## src/rtl/plw_pkg.sv

```systemverilog
// Shared constants, types and the CORDIC angle table of the landmark weight core.
`default_nettype none
package plw_pkg;
	localparam int MAX_LANDMARKS_DEF    = 64;
	localparam int MAX_OBSERVATIONS_DEF = 16;
	localparam int CORDIC_STEPS_DEF     = 16;
	localparam int ANGLE_TABLE_LEN      = 24;

	localparam int IN_DATA_W  = 168;
	localparam int OUT_DATA_W = 32;
	localparam int CFG_DATA_W = 48;
	localparam int CFG_IDX_W  = 3;

	localparam int XW = 44;
	localparam int ZW = 33;
	localparam int PW = 67;
	localparam int MW = 28;
	localparam int DW = 29;
	localparam int SW = 58;

	localparam logic signed [30:0] INV_GAIN_Q30 = 31'sd652032874;
	localparam logic [31:0] SAT32 = 32'hFFFF_FFFF;

	localparam logic [1:0] ACT_LOAD_LANDMARK = 2'd0;
	localparam logic [1:0] ACT_LOAD_OBS      = 2'd1;
	localparam logic [1:0] ACT_EVALUATE      = 2'd2;

	localparam logic [CFG_IDX_W-1:0] REG_LANDMARK_COUNT = 3'd0;
	localparam logic [CFG_IDX_W-1:0] REG_OBS_COUNT      = 3'd1;
	localparam logic [CFG_IDX_W-1:0] REG_RANGE_SQUARED  = 3'd2;
	localparam logic [CFG_IDX_W-1:0] REG_INV_VAR_X      = 3'd3;
	localparam logic [CFG_IDX_W-1:0] REG_INV_VAR_Y      = 3'd4;
	localparam logic [CFG_IDX_W-1:0] REG_LOG_NORM       = 3'd5;

	localparam logic [ZW-1:0] ANGLE_STEP [ANGLE_TABLE_LEN] = '{
		33'h020000000, 33'h012E4051E, 33'h009FB385B, 33'h0051111D4, 33'h0028B0D43,
		33'h00145D7E1, 33'h000A2F61E, 33'h000517C55, 33'h00028BE53, 33'h000145F2F,
		33'h0000A2F98, 33'h0000517CC, 33'h000028BE6, 33'h0000145F3, 33'h00000A2FA,
		33'h00000517D, 33'h0000028BE, 33'h00000145F, 33'h000000A30, 33'h000000518,
		33'h00000028C, 33'h000000146, 33'h0000000A3, 33'h000000051
	};

	typedef enum logic [4:0] {
		ST_IDLE, ST_C_ADDR, ST_C_SQ, ST_C_CMP, ST_O_ADDR, ST_O_LOAD, ST_O_WAIT,
		ST_O_UNSC, ST_O_MAP, ST_L_ADDR, ST_L_DIFF, ST_L_SQ, ST_L_CMP, ST_E_MLO,
		ST_E_MHI, ST_E_ADD, ST_E_LN, ST_RESULT
	} state_t;
endpackage
`default_nettype wire

```

## src/rtl/plw_cordic_cell.sv

```systemverilog
// One rotation-mode CORDIC step; a row of these forms the rotation chain.
`default_nettype none
module plw_cordic_cell #(
	parameter int IDX = 0
) (
	input  logic                          clk,
	input  logic signed [plw_pkg::XW-1:0] x_in,
	input  logic signed [plw_pkg::XW-1:0] y_in,
	input  logic signed [plw_pkg::ZW-1:0] z_in,
	output logic signed [plw_pkg::XW-1:0] x_out,
	output logic signed [plw_pkg::ZW-1:0] z_out,
	output logic signed [plw_pkg::XW-1:0] y_out
);
	import plw_pkg::*;

	localparam logic signed [ZW-1:0] ANGLE = ANGLE_STEP[IDX];

	logic signed [XW-1:0] x_q, y_q;
	logic signed [ZW-1:0] z_q;

	always_ff @(posedge clk) begin
		if (z_in >= 0) begin
			x_q <= x_in - (y_in >>> IDX);
			y_q <= y_in + (x_in >>> IDX);
			z_q <= z_in - ANGLE;
		end else begin
			x_q <= x_in + (y_in >>> IDX);
			y_q <= y_in - (x_in >>> IDX);
			z_q <= z_in + ANGLE;
		end
	end

	assign x_out = x_q;
	assign y_out = y_q;
	assign z_out = z_q;
endmodule
`default_nettype wire

```

## config.mk

```make
export PLATFORM = sky130hd
export DESIGN_NAME = plw_cordic_cell
export DESIGN_NICKNAME = d
export VERILOG_FILES = /design/src/rtl/plw_pkg.sv /design/src/rtl/plw_cordic_cell.sv
export SDC_FILE = /design/constraint.sdc
export NUM_CORES = 1
export LEC_CHECK = 0
export BUFFER_PORTS_ARGS = -buffer_cell sky130_fd_sc_hd__buf_2
export CAP_MARGIN = 20
export CORE_ASPECT_RATIO = 0.9
export CORE_UTILIZATION = 50
export CTS_CLUSTER_SIZE = 20
export DETAILED_ROUTE_END_ITERATION = 8
export PLACE_DENSITY = 0.75
export SLEW_MARGIN = 20
export SYNTH_ARGS = -nofsm -noshare
export SYNTH_HDL_FRONTEND = slang
export SYNTH_SLANG_ARGS = --single-unit
```

## constraint.sdc

```tcl
create_clock -name clk -period 3.59 [get_ports clk]
set_input_delay 0.718 -clock clk [delete_from_list [all_inputs] [get_ports clk]]
set_output_delay 0.718 -clock clk [all_outputs]
set_load 0.03 [all_outputs]
```

Word level (Yosys, flattened, before mapping)
Cells that the tools add are included.

$add $sub $neg: 5. Multiply operators: 0. Divide/modulo/power cells: 0. $lt $le $gt $ge: 1. Equal/unequal tests: 0. Shifts and indexed selects: 0. Multiplexer cells: 3. Bitwise gates (word level): 0. Reduce and logical (&&, ||, !) cells: 0.

Operators by type and width (number): two-way mux 44 bit (2); subtractor 44 bit (2); adder 44 bit (1); adder 33 x 31 -> 33 bit (second input constant) (1); greater-or-equal comparator 33 x 1 -> 1 bit (second input constant) (1); two-way mux 33 bit (1); subtractor 33 x 31 -> 33 bit (second input constant) (1).

Register bits: 121. Bits in latches: 0. RAM bits: 0. Memory bits (read-only): 0. Input port bits: 122. Logic and storage cells: 12. Memories kept: 0.

Logic depth before layout (Yosys ltp)
Gate-level depths: netlist of run 1.

Word-level depth: 2. Depth in mapped cells: 13. Mapped depth without buffers: 12.

Worst setup path before layout of run 1
Ideal clock, no wire load.

Path type: input -> register. Start point: input port x_in[16] in the netlist's numbering. End point: register x_q[43] (netlist: x_out[43]). Library setup time: 0.132 ns. Arrival: 3.066 ns. Data required time: 3.458 ns. Setup slack: 0.392 ns. Cell stages on the path: 11. Path buffers: 0. Cell sequence: inv_1 -> ha_1 -> or4_1 -> or3_1 -> nor2b_1 -> o311ai_1 -> a211o_1 -> nand3_2 -> a31oi_1 -> o22a_1 -> xor2_1.

Cells in the longest elaborated chain, start to end: 2.

RTL lines: start: declaration (RTL line plw_cordic_cell.sv:7) `input logic signed [plw_pkg::XW-1:0] x_in,`; adder 44 bit / subtractor 44 bit (equally long branches) (RTL line plw_cordic_cell.sv:27, plw_cordic_cell.sv:23); two-way mux 44 bit * (RTL line plw_cordic_cell.sv:22) `if (z_in >= 0) begin`; end signal: assignment (RTL line plw_cordic_cell.sv:23) `x_q <= x_in - (y_in >>> IDX);`; end signal: assignment (RTL line plw_cordic_cell.sv:27) `x_q <= x_in + (y_in >>> IDX);`; end: declaration (RTL line plw_cordic_cell.sv:18) `logic signed [XW-1:0] x_q, y_q;`.

Mark *: on every way between the ends. The rest lies on a longest branch, timed or not.

Worst setup path in the final report of run 1
Start point: input port x_in[14] in the netlist's numbering. End point: register y_q[32] (netlist: y_out[32]).

Cells in the longest elaborated chain, start to end: 2.

RTL lines: subtractor 44 bit / adder 44 bit (equally long branches) (RTL line plw_cordic_cell.sv:28, plw_cordic_cell.sv:24); two-way mux 44 bit * (RTL line plw_cordic_cell.sv:22); end signal: assignment (RTL line plw_cordic_cell.sv:24) `y_q <= y_in + (x_in >>> IDX);`; end signal: assignment (RTL line plw_cordic_cell.sv:28) `y_q <= y_in - (x_in >>> IDX);`; end: declaration (RTL line plw_cordic_cell.sv:18).

Marked as above.

==> impl_metrics.ini, run 1 <==
[status]
status = finished, final reports clean

[floorplan]
die_w_um = 156
io_pins = 243
die-area_um2 = 21800
core_area_um2 = 20800
die_h_um = 140
start_util_pct = 51.1
core.rowCount = 50

[clock_tree]
numCtsBuffers = 17
post_cts_buffers = 0
h-tree-depth = 4
cts_sinks = 120
cts-root-buf = clkbuf_16
cts_buffer_depth = 2
cts_tree = yes
clk_transition_reported_paths_ps = 70

[synthesis]
synthesis.area_um2 = 10600
synthFlopType = dfxtp_1
synth_fp_nets = 1652
post-synth-top-area-cell = dfxtp_1
yosys-top-cells-area = dfxtp_1 (23%), ha_1 (15%), a21oi_1 (8.8%)
synth_edf_count = 0
synth_seq_cells = 120
synth_cells = 1395
yosys_warnings = 0
seq_area_frac_synth_pct = 22.7
synth.avg_cell_area_um2 = 7.60
synth_top_area_share_pct = 22.7
synth_cell_types = 78
yosysMostFrequentCell = a21oi_1
async_flop_share_pct = 0
synth_top_cells_by_count = a21oi_1 (187), ha_1 (131), inv_1 (129), dfxtp_1 (120), nor2_1 (100)

[final_layout]
n_antenna_cell = 0
num-fill-cells = 1885
fin_cells = 2068
finalNetCount = 2026
final_core_util_pct = 66.7
drive_gt1_share_pct = 26.4
syn_to_final_growth_pct = 30.6
stdcell_area_um2 = 13900

[setup_path]
crit_top_cell = buf_4
critPathLaunchType = primary input
crit_type = primary input to flip-flop
end_kind = flip-flop
path_cells = buf_2, inv_1, ha_1, buf_4, nor3_1, nand4_1, a211oi_1, buf_4, o31ai_1, a21oi_1, or2_1, a41oi_1, mux2i_1, xnor2_1
cp_slowest_cell = nor3_1
slowest_delay_ps = 370
cp.required_ps = 3950
crit_fanout = 8
arrival_ps = 3670

[worst_hold_path]
hold_class = primary input to flip-flop

[timing]
relSlewSlack_pct = 51.6
finalSetupTns_ps = 0
tightest_slew_ps = 720
period_share_pct = 92.1
layout_min_cycle_time_ps = 3310
worst_slack_ps = 283
hold_viol = 0
finalSetupViolCount = 0
clock.fmax_ghz = 0.302
final_max_slew_viol_count = 0
rsz0062_at_grt = false

[global_route]
grt_antenna_before_repair = 0
grt_pass1_vias = 11000
grt.met3_usage_pct = 7.02
grt_use_total_pct = 35.4
grt.overflow.total = 0
grt_pass1_wl_um = 60000
grt_max_degree = 50
met1_usage_pct = 48.5
grt-busiest-layer = met2
grtUsageMet2_pct = 55.8

[power]
p_leak_nw = 6.76
ir_worst_vdd_mv = 0.321
power_density_nw_per_um2 = 440

[drt]
viasPerCell = 5.82
wl_per_cell_um = 19.0
num_vias = 12000
drt_iter0_markers = 1377
drt.antenna.violating_nets = 0
drt_first_pass_iters = 6
routed_wl_um = 39300
drc = 0

[placement]
finalWeightedCongestion = 1.01
hpwlAfterDp_um = 31800
io_buffers = 242
dp_cells = 2036
place_worst_setup_slack_ps = -44.8
place_area_um2 = 13300

[job]
max-cap-violations = 0
==> worst max-delay path, delay by kind of cell <==
family                     cells  cell delay (ps)
muxes                          1              230
buffers and inverters          4              490
xor gates and xnor gates       1              130
AOI/OAI and AO/OA              4              880
adders and majority gates      1              320
and+or+nand+nor                3              890
==> power by group <==
part           internal (mW)  switching [mW]  leakage, nW
Combinational          0.965            1.74         5.47
Sequential              1.60          0.0757         1.01
Clock                  0.987           0.735        0.276
==> kinds of logic (layout without fill, tap and decap cells) <==
group,after synthesis,after routing,synth area share (%)
compound gates,484,484,28.3
xor+xnor,85,85,7.02
fa+ha+maj,135,135,16.2
buf+inv,200,587,7.22
flops,120,120,22.7
mux,27,27,2.56
simple gates,344,344,16.1
==> final cells by class <==
type | instances | area, µm² | area share [%]
Clock buffer | 18 | 439 | 3.17
Clock inverter | 14 | 139 | 1.00
Inverter | 136 | 510 | 3.69
Multi-Input combinational cell | 1075 | 7440 | 53.7
Sequential cell | 120 | 2400 | 17.3
Tap cell | 286 | 358 | 2.58
Timing Repair Buffer | 419 | 2560 | 18.5
==> metrics by stage <==
stage               total power [mW]  hold WS (ps)
floorplan                       3.35           746
finish                          6.10           379
detailed placement              4.34           822
global route                    6.36           362
CTS                             6.07           371
global placement                4.32           820
==> layer usage <==
| metal | vias up | part of all wire, % |
|---|---|---|
| li1 | 5692 | - |
| met1 | 5543 | 44 |
| met2 | 729 | 44 |
| met3 | 76 | 9.9 |
| met4 | 0 | 2.6 |
| met5 | - | 0 |
==> registers in the layout (all words and copies together) (netlist names) <==
register / cells
x_out: 44
y_out: 43
z_out: 33
==> final timing paths <==
kind / from / endpoint / slack (ps) / cells past startpoint
setup / recovery: x_in[14] / y_out[32]$_DFF_P_ / 280 / 14
hold / removal: z_in[6] / z_out[6]$_DFF_P_ / 380 / 1
==> repair_timing <==
action	4_1_cts	5_1_grt
hold buffers	0	0
resized for setup	0	1
setup endpoints to repair	0	1
==> cell usage in the layout, fill, tap and decap left out, types with 17 or more instances in the layout <==
master and instances:
xnor2_1 75, inv_1 128, buf_2 242, dfxtp_1 120, a21oi_1 187, nand3_1 21, mux2i_1 26, nor4_1 18
clkbuf_16 17, nor3_1 30, a211oi_1 19, o21bai_1 35, nand4_1 20, ha_1 131, nor2_1 100, a21o_1 27
o21ai_0 80, nand2_1 75, o21ai_1 22, buf_4 175
Note: power is estimated with default switching activity, not from simulation.
==> run 2, diff against run 1 <==
- REMOVE_ABC_BUFFERS: not set -> 1
==> run 2 against run 1 <==
Net effect: power rose by 1.2%; sequential cell count stayed put; fmax shrank 0.36%; cell area rose by 0.73%; critical endpoint is now x_out[42]$_DFF_P_.
==> impl_metrics.ini, run 2 (same netlist as run 1, synthesis figures left out) <==
[clock_tree]
cts_hold_buf = 0
clk_transition_reported_paths_ps = 60
h-tree-depth = 4
cts_buffer_depth = 2
post_cts_buffers = 0
cts_sinks = 120
cts_tree = yes
cts-root-buf = clkbuf_16
cts_resized = 0
numCtsBuffers = 17

[power]
p_sw_share_pct = 41.9
ir_worst_vdd_mv = 0.285
p_int_mw = 3.58
seqPwrFrac_pct = 27.2
p_comb_share_pct = 44.3
p_switching_mw = 2.59
power_density_nw_per_um2 = 442
clkPwrFrac_pct = 28.5
p_leak_nw = 6.82

[drt]
viasPerCell = 5.86
drc = 0
drt_first_pass_iters = 6
drt_iter0_markers = 1498
num_vias = 12200
routed_wl_um = 40500
drt.antenna.violating_nets = 0
wl_per_cell_um = 19.5

[global_route]
grt.met3_usage_pct = 8.66
grt-busiest-layer = met2
grt_use_total_pct = 36.7
grtUsageMet2_pct = 55.8
grt_antenna_before_repair = 0
met1_usage_pct = 50.4
grt.overflow.total = 0
grt_pass1_wl_um = 61500
grt_max_degree = 96
grt_pass1_vias = 11300

[worst_hold_path]
hold_class = primary input to flip-flop
min_to = z_out[5]$_DFF_P_
min_path_cells = 1
min-delay-start = z_in[5]

[floorplan]
start_util_pct = 51.1
io_pins = 243
die_w_um = 156
die_h_um = 140
core.rowCount = 50
die-area_um2 = 21800
core_area_um2 = 20800

[placement]
finalWeightedCongestion = 0.989
dp_cells = 2048
hpwlAfterDp_um = 33200
io_buffers = 242

[timing]
hold_viol = 0
clock.fmax_ghz = 0.301
finalSetupViolCount = 0
period_share_pct = 92.4
final_max_slew_viol_count = 0
tightest_slew_ps = 792
relSlewSlack_pct = 46.5
layout_min_cycle_time_ps = 3320
rsz0062_at_grt = false
holdWs_ps = 378

[setup_path]
crit_family = compound AO/OA/AOI/OAI gates
crit_type = primary input to flip-flop
crit_fanout = 8
critPathLaunchType = primary input
cp.buffers_inverters = 5
path_cells = buf_2, inv_1, ha_1, buf_4, buf_4, nand2_1, buf_4, o21ai_0, a21o_1, a211oi_1, o21bai_1, a21o_1, a2111oi_0, mux2i_1, xor2_1
crit_top_cell = buf_4
cp_slowest_cell = a2111oi_0
cp.required_ps = 3910
arrival_ps = 3630
end_kind = flip-flop
slowest_delay_ps = 520

[status]
status = finished, final reports clean

[final_layout]
n_antenna_cell = 0
final_cell_mix = buf_2 (242), a21oi_1 (187), buf_4 (187), ha_1 (131), inv_1 (128)
layout_commonest_cell = buf_2
largest_reg_flops = 44
num-fill-cells = 1839
fin_cells = 2080
finalNetCount = 2038
final_core_util_pct = 67.2
drive_gt1_share_pct = 26.9
syn_to_final_growth_pct = 31.6

[job]
max-cap-violations = 0
==> run 2: cell count changes in the layout (fill, tap and decap cells not counted) <==
| cell | delta |
|---|---|
| o21ai_1 | -1 |
| inv_6 | -1 |
| buf_4 | +12 |
| clkinv_4 | +3 |
| o21ai_0 | +1 |
| clkbuf_8 | +1 |
| clkinvlp_4 | -2 |
| clkinv_2 | -1 |
==> run 2: how the worst max path moves through the flow <==
| stage | depth (start not counted) | slack (ps) | to | start |
|---|---|---|---|---|
| finish | 15 | 270 | x_out[42]$_DFF_P_ | x_in[13] |
| global placement | 15 | -90 | x_out[42]$_DFF_P_ | x_in[13] |
| floorplan | 11 | 270 | x_out[43]$_DFF_P_ | x_in[16] |
| global route | 14 | 110 | y_out[40]$_DFF_P_ | x_in[13] |
| CTS | 15 | 330 | x_out[42]$_DFF_P_ | x_in[13] |
| detailed placement | 15 | -100 | x_out[42]$_DFF_P_ | x_in[13] |
==> run 2: layout make-up <==
cell class                      count  area (µm²)  share of cell area [%]
Multi-Input combinational cell   1075        7440                    53.3
Inverter                          136         510                    3.66
Clock buffer                       19         453                    3.25
Sequential cell                   120        2400                    17.2
Tap cell                          286         358                    2.56
Clock inverter                     13         136                   0.977
Timing Repair Buffer              431        2660                    19.0
==> run 2: power by group through the flow <==
stage	Sequential, mW	Combinational, mW	Clock [mW]
after global routing	1.70	2.90	1.83
after floorplan	2.23	1.09	0
after CTS	1.68	2.69	1.77
final	1.68	2.73	1.76
after detailed placement	1.71	2.67	0
after global placement	1.70	2.66	0
==> run 2: per-layer routing <==
layer	vias to the layer above	wire length [µm]
met1	5616	17800
met5	-	25
li1	5721	-
met2	755	17300
met3	92	4360
met4	2	1140
==> run 2: per-stage QoR <==
| stage | area (µm²) | TNS, ps | power, mW | worst slack, ps |
|---|---|---|---|---|
| floorplan | 10300 | 0 | 3.32 | 269 |
| global placement | 13400 | -121 | 4.37 | -86.7 |
| detailed placement | 13400 | -396 | 4.38 | -95.5 |
| CTS | 14000 | 0 | 6.14 | 334 |
| global route | 14000 | 0 | 6.43 | 114 |
| finish | 14000 | 0 | 6.17 | 271 |
